**src/hdl/hsct_pkg.sv**
```systemverilog
`default_nettype none

package hsct_pkg;

  localparam int SecW    = 15;
  localparam int CntW    = 16;
  localparam int CfgW    = 14;
  localparam int CfgIdxW = 1;
  localparam int FirstW  = 6;
  localparam int WinW    = 2;

  // Quotient by 60 through a reciprocal: floor(s * Recip60 / 2**RecipShift)
  // is exact for every 15-bit s.
  localparam int RecipW     = 16;
  localparam int RecipShift = 21;
  localparam int QuotW      = 10;
  localparam logic [RecipW-1:0] Recip60 = 16'd34953;

  localparam logic [WinW-1:0]   RestartTicks  = 2'd3;
  localparam logic [FirstW-1:0] MinuteSeconds = 6'd60;
  localparam logic [CntW-1:0]   SaverMax      = 16'hFFFF;

  typedef enum logic [3:0] {
    OP_TICK           = 4'd0,
    OP_START_GENERIC  = 4'd1,
    OP_CLEAR_GENERIC  = 4'd2,
    OP_START_RUN      = 4'd3,
    OP_PAUSE          = 4'd4,
    OP_RESUME         = 4'd5,
    OP_SAVER_RESTART  = 4'd6,
    OP_SAVER_STOP     = 4'd7,
    OP_READ_GENERIC   = 4'd8,
    OP_READ_DISPLAY   = 4'd9,
    OP_READ_SELFTEST  = 4'd10
  } op_t;

  typedef enum logic [CfgIdxW-1:0] {
    CFG_SAVER_DELAY  = 1'b0,
    CFG_SAVER_LENGTH = 1'b1
  } cfg_idx_t;

  typedef struct packed {
    logic [3:0]      op;
    logic [SecW-1:0] seconds;
  } hsct_in_t;

  typedef struct packed {
    logic            generic_done;
    logic            display_due;
    logic            selftest_due;
    logic [SecW-1:0] seconds_left;
    logic            early_interval;
    logic            newly_restarted;
    logic            saver_start;
    logic            screen_blank;
  } hsct_out_t;

  // Word held in the input register, with its quotient by 60 precomputed.
  typedef struct packed {
    logic [3:0]       op;
    logic [SecW-1:0]  seconds;
    logic [QuotW-1:0] quot;
  } hsct_stage_t;

endpackage

`default_nettype wire

```
**src/hdl/hsct_in_stage.sv**
```systemverilog
`default_nettype none

module hsct_in_stage (
  input  wire logic                 clk,
  input  wire logic                 rst,
  input  wire logic                 in_valid,
  output logic                      in_stall,
  input  wire hsct_pkg::hsct_in_t   in_word,
  output logic                      stage_valid,
  output hsct_pkg::hsct_stage_t     stage_word,
  input  wire logic                 stage_take
);
  import hsct_pkg::*;

  logic                     load;
  logic                     stage_valid_next;
  logic [SecW+RecipW-1:0]   recip_prod;

  assign in_stall         = stage_valid & ~stage_take;
  assign load             = in_valid & ~in_stall;
  assign stage_valid_next = load | (stage_valid & ~stage_take);
  assign recip_prod       = SecW'(in_word.seconds) * Recip60;

  always_ff @(posedge clk) begin
    if (rst) begin
      stage_valid <= 1'b0;
    end else begin
      stage_valid <= stage_valid_next;
    end
  end

  always_ff @(posedge clk) begin
    if (load) begin
      stage_word.op      <= in_word.op;
      stage_word.seconds <= in_word.seconds;
      stage_word.quot    <= recip_prod[RecipShift +: QuotW];
    end
  end

endmodule

`default_nettype wire

```
**src/hdl/hsct_core.sv**
```systemverilog
`default_nettype none

module hsct_core (
  input  wire logic                         clk,
  input  wire logic                         rst,
  input  wire logic                         stage_valid,
  input  wire hsct_pkg::hsct_stage_t        stage_word,
  output logic                              stage_take,
  output logic                              out_valid,
  input  wire logic                         out_stall,
  output hsct_pkg::hsct_out_t               out_word,
  input  wire logic                         cfg_we,
  input  wire logic [hsct_pkg::CfgIdxW-1:0] cfg_index,
  input  wire logic [hsct_pkg::CfgW-1:0]    cfg_data
);
  import hsct_pkg::*;

  logic fire;

  // Configuration
  logic [CfgW-1:0] cfg_delay, cfg_length;

  // Timer state
  logic [CntW-1:0]   generic_count, generic_count_next;
  logic              generic_flag, generic_flag_next;
  logic [CntW-1:0]   run_count, run_count_next;
  logic [SecW-1:0]   run_start, run_start_next;
  logic [FirstW-1:0] first_interval, first_interval_next;
  logic              run_paused, run_paused_next;
  logic [WinW-1:0]   restart_window, restart_window_next;
  logic              display_flag, display_flag_next;
  logic              selftest_flag, selftest_flag_next;
  logic              tick_phase, tick_phase_next;
  logic              saver_enabled, saver_enabled_next;
  logic [CntW-1:0]   saver_count, saver_count_next;
  logic [CntW-1:0]   delay_count, delay_count_next;
  logic [CntW-1:0]   blank_count, blank_count_next;

  logic              out_valid_next;
  hsct_out_t         result;

  logic [CntW-1:0]   quot_x60, rem_full;
  logic [FirstW-1:0] rem60;
  logic [SecW-1:0]   left, elapsed;
  logic [CntW-1:0]   delay_x2;

  assign stage_take     = ~out_valid | ~out_stall;
  assign fire           = stage_valid & stage_take;
  assign out_valid_next = fire | (out_valid & out_stall);

  // seconds mod 60 from the registered quotient: 60q = 64q - 4q
  assign quot_x60 = {stage_word.quot, 6'd0} - {4'd0, stage_word.quot, 2'd0};
  assign rem_full = {1'b0, stage_word.seconds} - quot_x60;
  assign rem60    = rem_full[FirstW-1:0];
  assign delay_x2 = {1'b0, cfg_delay, 1'b0};

  always_comb begin
    generic_count_next  = generic_count;
    generic_flag_next   = generic_flag;
    run_count_next      = run_count;
    run_start_next      = run_start;
    first_interval_next = first_interval;
    run_paused_next     = run_paused;
    restart_window_next = restart_window;
    display_flag_next   = display_flag;
    selftest_flag_next  = selftest_flag;
    tick_phase_next     = tick_phase;
    saver_enabled_next  = saver_enabled;
    saver_count_next    = saver_count;
    delay_count_next    = delay_count;
    blank_count_next    = blank_count;
    result.saver_start  = 1'b0;
    result.screen_blank = 1'b0;

    if (fire) begin
      case (stage_word.op)
        OP_TICK: begin
          if (generic_count != '0) begin
            generic_count_next = generic_count - CntW'(1);
            if (generic_count == CntW'(1)) begin
              generic_flag_next = 1'b1;
            end
          end
          if (!run_paused && run_count != '0) begin
            run_count_next = run_count - CntW'(1);
            // odd count now means an even count after the decrement
            if (run_count[0]) begin
              display_flag_next = 1'b1;
            end
            if (restart_window != '0) begin
              restart_window_next = restart_window - WinW'(1);
            end
          end
          if (!tick_phase) begin
            selftest_flag_next = 1'b1;
          end
          tick_phase_next = ~tick_phase;
          if (saver_enabled && saver_count != SaverMax) begin
            saver_count_next = saver_count + CntW'(1);
            if (saver_count_next == delay_count) begin
              result.saver_start = 1'b1;
            end else if (saver_count_next == blank_count) begin
              result.screen_blank = 1'b1;
            end
          end
        end
        OP_START_GENERIC: begin
          generic_count_next = {stage_word.seconds, 1'b0};
        end
        OP_CLEAR_GENERIC: begin
          generic_count_next = '0;
        end
        OP_START_RUN: begin
          display_flag_next   = 1'b0;
          run_count_next      = {stage_word.seconds, 1'b1};
          run_start_next      = stage_word.seconds;
          first_interval_next = (rem60 == '0) ? MinuteSeconds : rem60;
          run_paused_next     = 1'b0;
          restart_window_next = RestartTicks;
        end
        OP_PAUSE: begin
          run_paused_next = 1'b1;
        end
        OP_RESUME: begin
          run_paused_next     = 1'b0;
          restart_window_next = RestartTicks;
        end
        OP_SAVER_RESTART: begin
          saver_enabled_next = 1'b1;
          saver_count_next   = '0;
          delay_count_next   = delay_x2;
          blank_count_next   = delay_x2 + {1'b0, cfg_length, 1'b0};
        end
        OP_SAVER_STOP: begin
          saver_enabled_next = 1'b0;
        end
        default: begin
        end
      endcase
    end

    // flags are reported before a read clears them
    result.generic_done = generic_flag_next;
    result.display_due  = display_flag_next;
    result.selftest_due = selftest_flag_next;

    if (fire) begin
      case (stage_word.op)
        OP_READ_GENERIC:  generic_flag_next  = 1'b0;
        OP_READ_DISPLAY:  display_flag_next  = 1'b0;
        OP_READ_SELFTEST: selftest_flag_next = 1'b0;
        default: begin
        end
      endcase
    end

    left    = run_count_next[CntW-1:1];
    elapsed = (run_start_next >= left) ? (run_start_next - left) : '0;
    result.seconds_left    = left;
    result.early_interval  = (elapsed < {{(SecW-FirstW){1'b0}}, first_interval_next});
    result.newly_restarted = (restart_window_next != '0);
  end

  always_ff @(posedge clk) begin
    if (rst) begin
      cfg_delay  <= '0;
      cfg_length <= '0;
    end else if (cfg_we) begin
      case (cfg_index)
        CFG_SAVER_DELAY:  cfg_delay  <= cfg_data;
        CFG_SAVER_LENGTH: cfg_length <= cfg_data;
        default: begin
        end
      endcase
    end
  end

  always_ff @(posedge clk) begin
    if (rst) begin
      generic_count  <= '0;
      generic_flag   <= 1'b0;
      run_count      <= '0;
      run_start      <= '0;
      first_interval <= '0;
      run_paused     <= 1'b1;
      restart_window <= '0;
      display_flag   <= 1'b0;
      selftest_flag  <= 1'b0;
      tick_phase     <= 1'b0;
      saver_enabled  <= 1'b0;
      saver_count    <= '0;
      delay_count    <= '0;
      blank_count    <= '0;
      out_valid      <= 1'b0;
    end else begin
      generic_count  <= generic_count_next;
      generic_flag   <= generic_flag_next;
      run_count      <= run_count_next;
      run_start      <= run_start_next;
      first_interval <= first_interval_next;
      run_paused     <= run_paused_next;
      restart_window <= restart_window_next;
      display_flag   <= display_flag_next;
      selftest_flag  <= selftest_flag_next;
      tick_phase     <= tick_phase_next;
      saver_enabled  <= saver_enabled_next;
      saver_count    <= saver_count_next;
      delay_count    <= delay_count_next;
      blank_count    <= blank_count_next;
      out_valid      <= out_valid_next;
    end
  end

  always_ff @(posedge clk) begin
    if (fire) begin
      out_word <= result;
    end
  end

endmodule

`default_nettype wire

```
**src/hdl/half_second_countdown_timers_unit.sv**
```systemverilog
// Half-second countdown timers. Each input word is one event: a tick (one
// half-second), start or clear of the generic countdown, start, pause or
// resume of the run countdown, screensaver restart or stop, or a read that
// clears the generic, display or self-test flag. Every accepted word yields
// exactly one result word showing the state after the event; a read reports
// its flag as it was before the clear. saver_start and screen_blank are
// one-word pulses that only a tick can raise. One word is taken per clock
// while no result is stalled; each passes the input register (which also
// holds the precomputed quotient by 60 used for the first partial minute),
// then the result register. While a result is stalled, one more word is
// absorbed by the input register before in_stall rises. Saver delay and
// length are sampled only on a saver restart; the user must write them via
// cfg_we/cfg_index/cfg_data while no word is in flight; not enforced.
`default_nettype none

module half_second_countdown_timers_unit (
  input  wire logic                         clk,
  input  wire logic                         rst,
  input  wire logic                         in_valid,
  output logic                              in_stall,
  input  wire hsct_pkg::hsct_in_t           in_word,
  output logic                              out_valid,
  input  wire logic                         out_stall,
  output hsct_pkg::hsct_out_t               out_word,
  input  wire logic                         cfg_we,
  input  wire logic [hsct_pkg::CfgIdxW-1:0] cfg_index,
  input  wire logic [hsct_pkg::CfgW-1:0]    cfg_data
);
  import hsct_pkg::*;

  // input register -> event logic and state -> result register
  logic        stage_valid;
  logic        stage_take;
  hsct_stage_t stage_word;

  hsct_in_stage u_in_stage (
    .clk         (clk),
    .rst         (rst),
    .in_valid    (in_valid),
    .in_stall    (in_stall),
    .in_word     (in_word),
    .stage_valid (stage_valid),
    .stage_word  (stage_word),
    .stage_take  (stage_take)
  );

  hsct_core u_core (
    .clk         (clk),
    .rst         (rst),
    .stage_valid (stage_valid),
    .stage_word  (stage_word),
    .stage_take  (stage_take),
    .out_valid   (out_valid),
    .out_stall   (out_stall),
    .out_word    (out_word),
    .cfg_we      (cfg_we),
    .cfg_index   (cfg_index),
    .cfg_data    (cfg_data)
  );

endmodule

`default_nettype wire

```
**config.mk**
```make
export PLATFORM = sky130hd
export DESIGN_NAME = half_second_countdown_timers_unit
export DESIGN_NICKNAME = d
export VERILOG_FILES = /design/src/hdl/hsct_pkg.sv /design/src/hdl/hsct_in_stage.sv /design/src/hdl/hsct_core.sv /design/src/hdl/half_second_countdown_timers_unit.sv
export SDC_FILE = /design/constraint.sdc
export NUM_CORES = 1
export LEC_CHECK = 0
export BUFFER_PORTS_ARGS = -buffer_cell sky130_fd_sc_hd__buf_2
export CAP_MARGIN = 20
export CORE_MARGIN = 3
export CORE_UTILIZATION = 55
export DETAILED_ROUTE_END_ITERATION = 10
export GPL_TIMING_DRIVEN = 0
export PLACE_DENSITY = 0.76
export SETUP_SLACK_MARGIN = 0.02
export SLEW_MARGIN = 30
export SYNTH_ARGS = -nofsm -noshare
export SYNTH_HDL_FRONTEND = slang
export SYNTH_SLANG_ARGS = --single-unit
```
**constraint.sdc**
```tcl
create_clock -name clk -period 15.6 [get_ports clk]
set_clock_uncertainty 0.1 [all_clocks]
set_input_delay 3.12 -clock clk [delete_from_list [all_inputs] [get_ports clk]]
set_output_delay 3.12 -clock clk [all_outputs]
set_load 0.005 [all_outputs]
```
==> results.cfg, run 1 <==
[run_status]
outcome = completed

[grt]
grtUsageTotal_pct = 25.5
grt_util_met3_pct = 6.07
grt_use_met2_pct = 39.6
grt_pass1_wl_um = 45000
gr-usage-met1_pct = 35.1
gr-total-overflow = 0
grt-busiest-layer = met2
grt_max_degree = 23
grt_pass1_vias = 9048
grt_antenna_before_repair = 0

[placed_design]
gp_congestion = 0.937
dp.cells = 1594
dpl.hpwl_um = 21000
port_buffers = 62

[logic_synthesis]
synth_cells = 1265
ys_seq_area_share_pct = 37.1
yosys_warnings = 0
synthTopCellsByArea = dfxtp_1 25%, edfxtp_1 12%, ha_1 12%
yosysTopAreaCell = dfxtp_1
syn-cell-area_sq_um = 11000
synthFlopType = dfxtp_1
synth_fp_nets = 1435
synthTopCellsByCount = 182 x nand2_1, 136 x dfxtp_1, 119 x nor2_1
synth_edf_count = 45
async_flop_share_pct = 0
netlist.area_leader.share_pct = 24.8
ys_types = 72
synth.most_common_cell = nand2_1
synth_area_per_cell_sq_um = 8.69
synth-seq-cells = 181

[layout]
regArea_sq_um = 4070
nNetsFinal = 1518
layout.cells.non_filler = 1626
syn2layout_area_growth_pct = 12.1
multi_input_comb_area_sq_um = 6420
antenna_cells = 0
drive_gt1_share_pct = 8.30
fillers = 1675

[floorplan]
start_util_pct = 56.3
ios = 63
dieWidth_um = 147
rows = 51
dieArea_sq_um = 21700
core_sq_um = 19500
fp.dieH_um = 147

[timing]
fin_crit_ns = 9.37
fin_crit_sh_pct = 60.1
relSlewSlack_pct = 42.8
finalSetupTns_ns = 0
report.final.hold_viol_count = 0
rsz0062_at_grt = no
worst_pin_slew_ns = 0.846
slew_viol_final = 0
setup_viol = 0
max_freq_ghz = 0.107

[worst_setup_path]
crit_path_end_kind = flop
cp_max_fo = 10
arrival_ns = 9.53
cp-start-kind = input port
crit_required_ns = 15.76
critPathKind = in2reg

[power]
power_mw = 1.20
leakagePower_nw = 5.36
p_comb_share_pct = 20.0
p_seq_share_pct = 42.4
power.density_nw_per_um2 = 97.7
p_clk_share_pct = 37.6
netSwitchingPower_uw = 339
ir_drop_mv = 0.0842
p_sw_share_pct = 28.2
p_int_uw = 865

[clocking]
clock_path_buffers = 2
clkTransAtPathRegs_ns = 0.07
post_cts_buffers = 0
clk_latency_ns = 0.44
root_buffer = clkbuf_16
cts-resized-gates = 0
clock-sinks = 181
ctsHoldBuffers = 0
tritoncts = built
htreeDepth = 4
numCtsBuffers = 17

[route]
post-route-drc-count = 0
drtIter0Drc = 881
firstDrtPassIters = 6
routed_wl_um = 27400
drt-wirelength-per-cell_um = 16.8
ant_nets = 0
num_vias = 9459
drt-vias-per-instance = 5.82

[worst_hold_path]
min_path_type = reg2reg

[run]
cap_violations = 0
## layout by cell type (no fill, tap or decap), drive strengths merged, types with 4 or more instances in the layout
cell type  instances
o31ai              5
nor4              17
a21oi            110
ha               107
nand2b             7
o21bai             5
nor2b             15
a211oi            10
o22ai              5
nand3b             8
dfxtp            136
a21o              14
xor2              36
a21boi             4
fa                24
nor3              31
a22oi             17
nand2            182
xnor2             35
o2111ai            4
or4                5
inv               94
nand3             26
buf               73
nor2             119
o211ai             4
o21ai             44
clkbuf            60
or3                6
and3              16
o211a              4
and2               9
a31oi             16
edfxtp            45
o21a              12
nand4             11
a22o               4
## cell type report
class,instances,area share (%)
multi-input cells,950,52.1
flip-flops and latches,181,33.0
clock buffers,23,4.31
repair buffers,64,2.96
well taps,265,2.69
inverters,88,2.68
plain buffers,46,1.45
clock inverters,9,0.792
## critical path: stages
cell and delay (ns):
buf_2 0.09, a21bo_2 0.14, clkbuf_1 0.38, inv_1 0.19, nand2_1 0.36, clkbuf_1 0.51
buf_1 0.50, nand2_1 0.17, nand2_1 0.12, ha_1 0.28, o21a_1 0.19, o31a_1 0.12
o31a_1 0.30, o21ai_0 0.31, o2111ai_1 0.19, a31oi_1 0.29, o211a_1 0.33, nor3_1 0.10
ha_1 0.32, a21o_1 0.19, a221o_1 0.33, a41oi_1 0.32, o21ai_0 0.16, a21oi_1 0.19
nand4_1 0.13, o41ai_2 0.20
## per-layer routing
layer / share of wire (%) / up-vias
met5: 0 / -
met4: 2.6 / 0
met3: 7.4 / 71
met2: 45 / 348
met1: 45 / 4434
li1: - / 4606
## stage by stage
stage               utilization (%)  setup WS (ns)  area (sq um)  hold slack [ns]
floorplan                         -           7.12         11000            0.337
global placement               59.6           5.67         11600            0.349
detailed placement             59.9           6.03         11700            0.354
CTS                            63.1           6.38         12300            0.364
global route                   63.1           5.86         12300            0.388
finish                         63.1           6.23         12300            0.364
## sequential cells by signal, summed over array words and instances, names as in the netlist
signal	flops
u_core.tick_phase	1
u_core.cfg_length	14
u_core.run_paused	1
u_core.out_valid	1
u_in_stage.stage_valid	1
u_core.display_flag	1
u_core.generic_count	16
u_core.saver_count	16
u_core.cfg_delay	14
u_core.generic_flag	1
u_core.first_interval	6
u_core.out_word	22
u_core.delay_count	14
u_core.restart_window	2
u_core.blank_count	15
u_core.saver_enabled	1
u_core.run_count	16
u_core.run_start	15
u_in_stage.stage_word	23
u_core.selftest_flag	1
## logic make-up after synthesis
group | share of synthesized area, %
AO/OA/AOI/OAI | 16.4
XOR/XNOR | 5.66
adder cells (fa/ha/maj) | 16.6
buffers and inverters | 4.62
flip-flops | 37.1
multiplexers | 0.341
AND/OR/NAND/NOR | 19.3
## power by group through the flow
stage,Clock [mW],Combinational [mW],Sequential (mW)
after floorplan,0,0.178,0.516
after global placement,0,0.228,0.521
after detailed placement,0,0.240,0.521
after CTS,0.455,0.242,0.511
after global routing,0.475,0.280,0.512
final,0.453,0.240,0.511
## final timing paths
kind	from	end	slack [ns]	cells past startpoint
max	out_stall	u_core.out_word[3]	6.23	26
min	u_core.run_start[6]	u_core.run_start[6]	0.36	2
max reg2reg	u_in_stage.stage_word[26]	u_core.out_word[3]	8.45	24
min reg2reg	u_core.run_start[6]	u_core.run_start[6]	0.36	2
No activity file was read; power rests on OpenSTA's default activity.
==> run 2: changes to the inputs <==
--- a/config.mk
+++ b/config.mk
@@ -5,13 +5,14 @@
 export SDC_FILE = /design/constraint.sdc
 export NUM_CORES = 1
 export LEC_CHECK = 0
+export ABC_AREA = 1
 export BUFFER_PORTS_ARGS = -buffer_cell sky130_fd_sc_hd__buf_2
 export CAP_MARGIN = 20
 export CORE_MARGIN = 3
 export CORE_UTILIZATION = 55
 export DETAILED_ROUTE_END_ITERATION = 10
 export GPL_TIMING_DRIVEN = 0
-export PLACE_DENSITY = 0.76
+export PLACE_DENSITY = 0.79
 export SETUP_SLACK_MARGIN = 0.02
 export SLEW_MARGIN = 30
 export SYNTH_ARGS = -nofsm -noshare
==> constraint.sdc (replaced) <==
create_clock -name clk -period 8.24 [get_ports clk]
set_clock_uncertainty 0.1 [all_clocks]
set_input_delay 1.648 -clock clk [delete_from_list [all_inputs] [get_ports clk]]
set_output_delay 1.648 -clock clk [all_outputs]
set_load 0.005 [all_outputs]
==> run 2 against run 1 <==
  * Flip-flop and latch count unchanged
  * Critical path depth increased by 11
  * Via count grew 6.6%
  * Synthesized cell count up 18%
==> results.cfg, run 2 <==
[timing]
report.final.hold_viol_count = 0
setup_viol = 0
fin_crit_sh_pct = 79.8
finalSetupTns_ns = 0
fin_crit_ns = 6.58
max_freq_ghz = 0.152
rsz0062_at_grt = no
slew_viol_final = 0
worst_pin_slew_ns = 0.736
relSlewSlack_pct = 50.9

[placed_design]
dpl.hpwl_um = 21900
port_buffers = 62
gp_congestion = 0.937

[layout]
fillers = 1801
final_common_cell = nand2_1
antenna_cells = 0
syn2layout_area_growth_pct = 10.6
nNetsFinal = 1741
largest_register = u_in_stage.stage_word
drive_gt1_share_pct = 10.6
final_cell_mix = 228 x nand2_1, 207 x inv_1, 201 x nor2_1
top_regs = u_in_stage.stage_word x23, u_core.out_word x22
largest_reg_flops = 23

[clocking]
clock_path_buffers = 2
root_buffer = clkbuf_16
post_cts_buffers = 0
clock-sinks = 181
tritoncts = built
numCtsBuffers = 17
cts-resized-gates = 0
clk_latency_ns = 0.45
ctsHoldBuffers = 0
htreeDepth = 4
clkTransAtPathRegs_ns = 0.07

[route]
drt-wirelength-per-cell_um = 15.1
num_vias = 10083
firstDrtPassIters = 6
drtIter0Drc = 939
drt-vias-per-instance = 5.44
routed_wl_um = 28000
ant_nets = 0
post-route-drc-count = 0

[grt]
grt_max_degree = 32
gr-total-overflow = 0
grt_pass1_vias = 9292
grtUsageTotal_pct = 25.1
grt_antenna_before_repair = 0
grt_pass1_wl_um = 45400

[worst_setup_path]
crit_top_cell = nand2_1
slowest_delay_ns = 0.47
cp_max_fo = 31
crit_required_ns = 8.34
ff2ff_path_depth = 36
critPathKind = in2reg
crit_path_end_kind = flop
arrival_ns = 6.68
cp-start-kind = input port
crit_slowest_cell = nor2_8

[power]
ir_drop_mv = 0.153
power_mw = 2.35
power.density_nw_per_um2 = 184
leakagePower_nw = 6.14

[logic_synthesis]
yosys_warnings = 0
synth_area_per_cell_sq_um = 7.74
syn-cell-area_sq_um = 11500
synth-seq-cells = 181
yosysTopAreaCell = dfxtp_1
synth.most_common_cell = nand2_1
synth_cells = 1490
ys_types = 57
synth_edf_count = 45
synth_fp_nets = 1660
synthTopCellsByArea = dfxtp_1 24%, edfxtp_1 12%, ha_1 12%
synthTopCellsByCount = 228 x nand2_1, 208 x inv_1, 201 x nor2_1
netlist.area_leader.share_pct = 23.6
async_flop_share_pct = 0
ys_seq_area_share_pct = 35.3
synthFlopType = dfxtp_1

[run]
cap_violations = 0

[floorplan]
dieArea_sq_um = 22700
core_sq_um = 20400
rows = 52
fp.dieH_um = 151
ios = 63
start_util_pct = 56.4
dieWidth_um = 151

[worst_hold_path]
worstHoldPathCells = 2
min_path_type = reg2reg

[run_status]
outcome = completed
==> run 2: changes by cell type after synthesis, sizes merged, moves of 12 or more <==
cell,previous run,this run
nor2,119,215
a22oi,17,5
nor4,17,2
and3,16,1
o21ai,44,130
inv,88,223
nand2,182,253
a21oi,110,133
nor3,31,13
nor2b,15,0
xnor2,35,14
a21o,14,2
nand3,26,48
==> run 2: kinds of logic (layout without fill, tap and decap cells) <==
family | Yosys count | after routing | share of synthesized area [%]
AND/OR/NAND/NOR | 557 | 557 | 21.6
AO/OA/AOI/OAI | 318 | 318 | 15.3
buffers and inverters | 259 | 353 | 8.60
flip-flops | 181 | 181 | 35.3
adder cells (fa/ha/maj) | 131 | 131 | 15.8
XOR/XNOR | 44 | 44 | 3.34
==> run 2: critical path, delay by kind of cell <==
kind	cells	cell delay, ns
and+or+nand+nor	18	2.03
buffers and inverters	9	1.34
adders and majority gates	2	0.58
AOI/OAI and AO/OA	8	1.05
==> run 2: power by group <==
group / internal [mW] / switching, mW / leakage [nW]
Combinational: 0.224 / 0.342 / 4.31
Clock: 0.407 / 0.398 / 0.287
Sequential: 0.952 / 0.0258 / 1.54
Total: 1.58 / 0.766 / 6.14
==> run 2: layer usage <==
metal  vias to the layer above  track usage, %  wire length, um
li1                       5061               -                -
met1                      4648            35.6            12900
met2                       336            39.2            12600
met3                        38            5.12             1930
met4                         0            7.03              488
met5                         -               0                0
==> run 2: worst paths after layout <==
kind	startpoint	end	slack, ns
setup / recovery	out_stall	u_core.out_word[3]	1.66
hold / removal	u_core.tick_phase	u_core.tick_phase	0.36
setup reg to reg	u_core.out_valid	u_core.out_word[3]	2.65
hold reg to reg	u_core.tick_phase	u_core.tick_phase	0.36
==> run 2: layout make-up <==
class | instances | area, sq um | share of cell area, %
multi-input combinational | 1050 | 6460 | 50.7
sequential | 181 | 4070 | 31.9
inverter | 223 | 852 | 6.68
clock buffer | 17 | 425 | 3.33
tap | 270 | 338 | 2.65
timing repair buffer | 62 | 310 | 2.43
clock inverter | 15 | 151 | 1.19
buffer | 36 | 140 | 1.10
==> run 2: through the flow <==
step | cells | utilization (%) | hold WS, ns | instance area (sq um) | setup slack (ns)
final | 1854 | 62.4 | 0.361 | 12800 | 1.66
after global routing | 1854 | 62.4 | 0.390 | 12800 | 1.26
after CTS | 1854 | 62.4 | 0.362 | 12800 | 1.78
after detailed placement | 1822 | 59.6 | 0.351 | 12200 | 1.33
after global placement | 1822 | 59.6 | 0.348 | 12200 | 1.43
after floorplan | 1490 | - | 0.339 | 11500 | 2.50
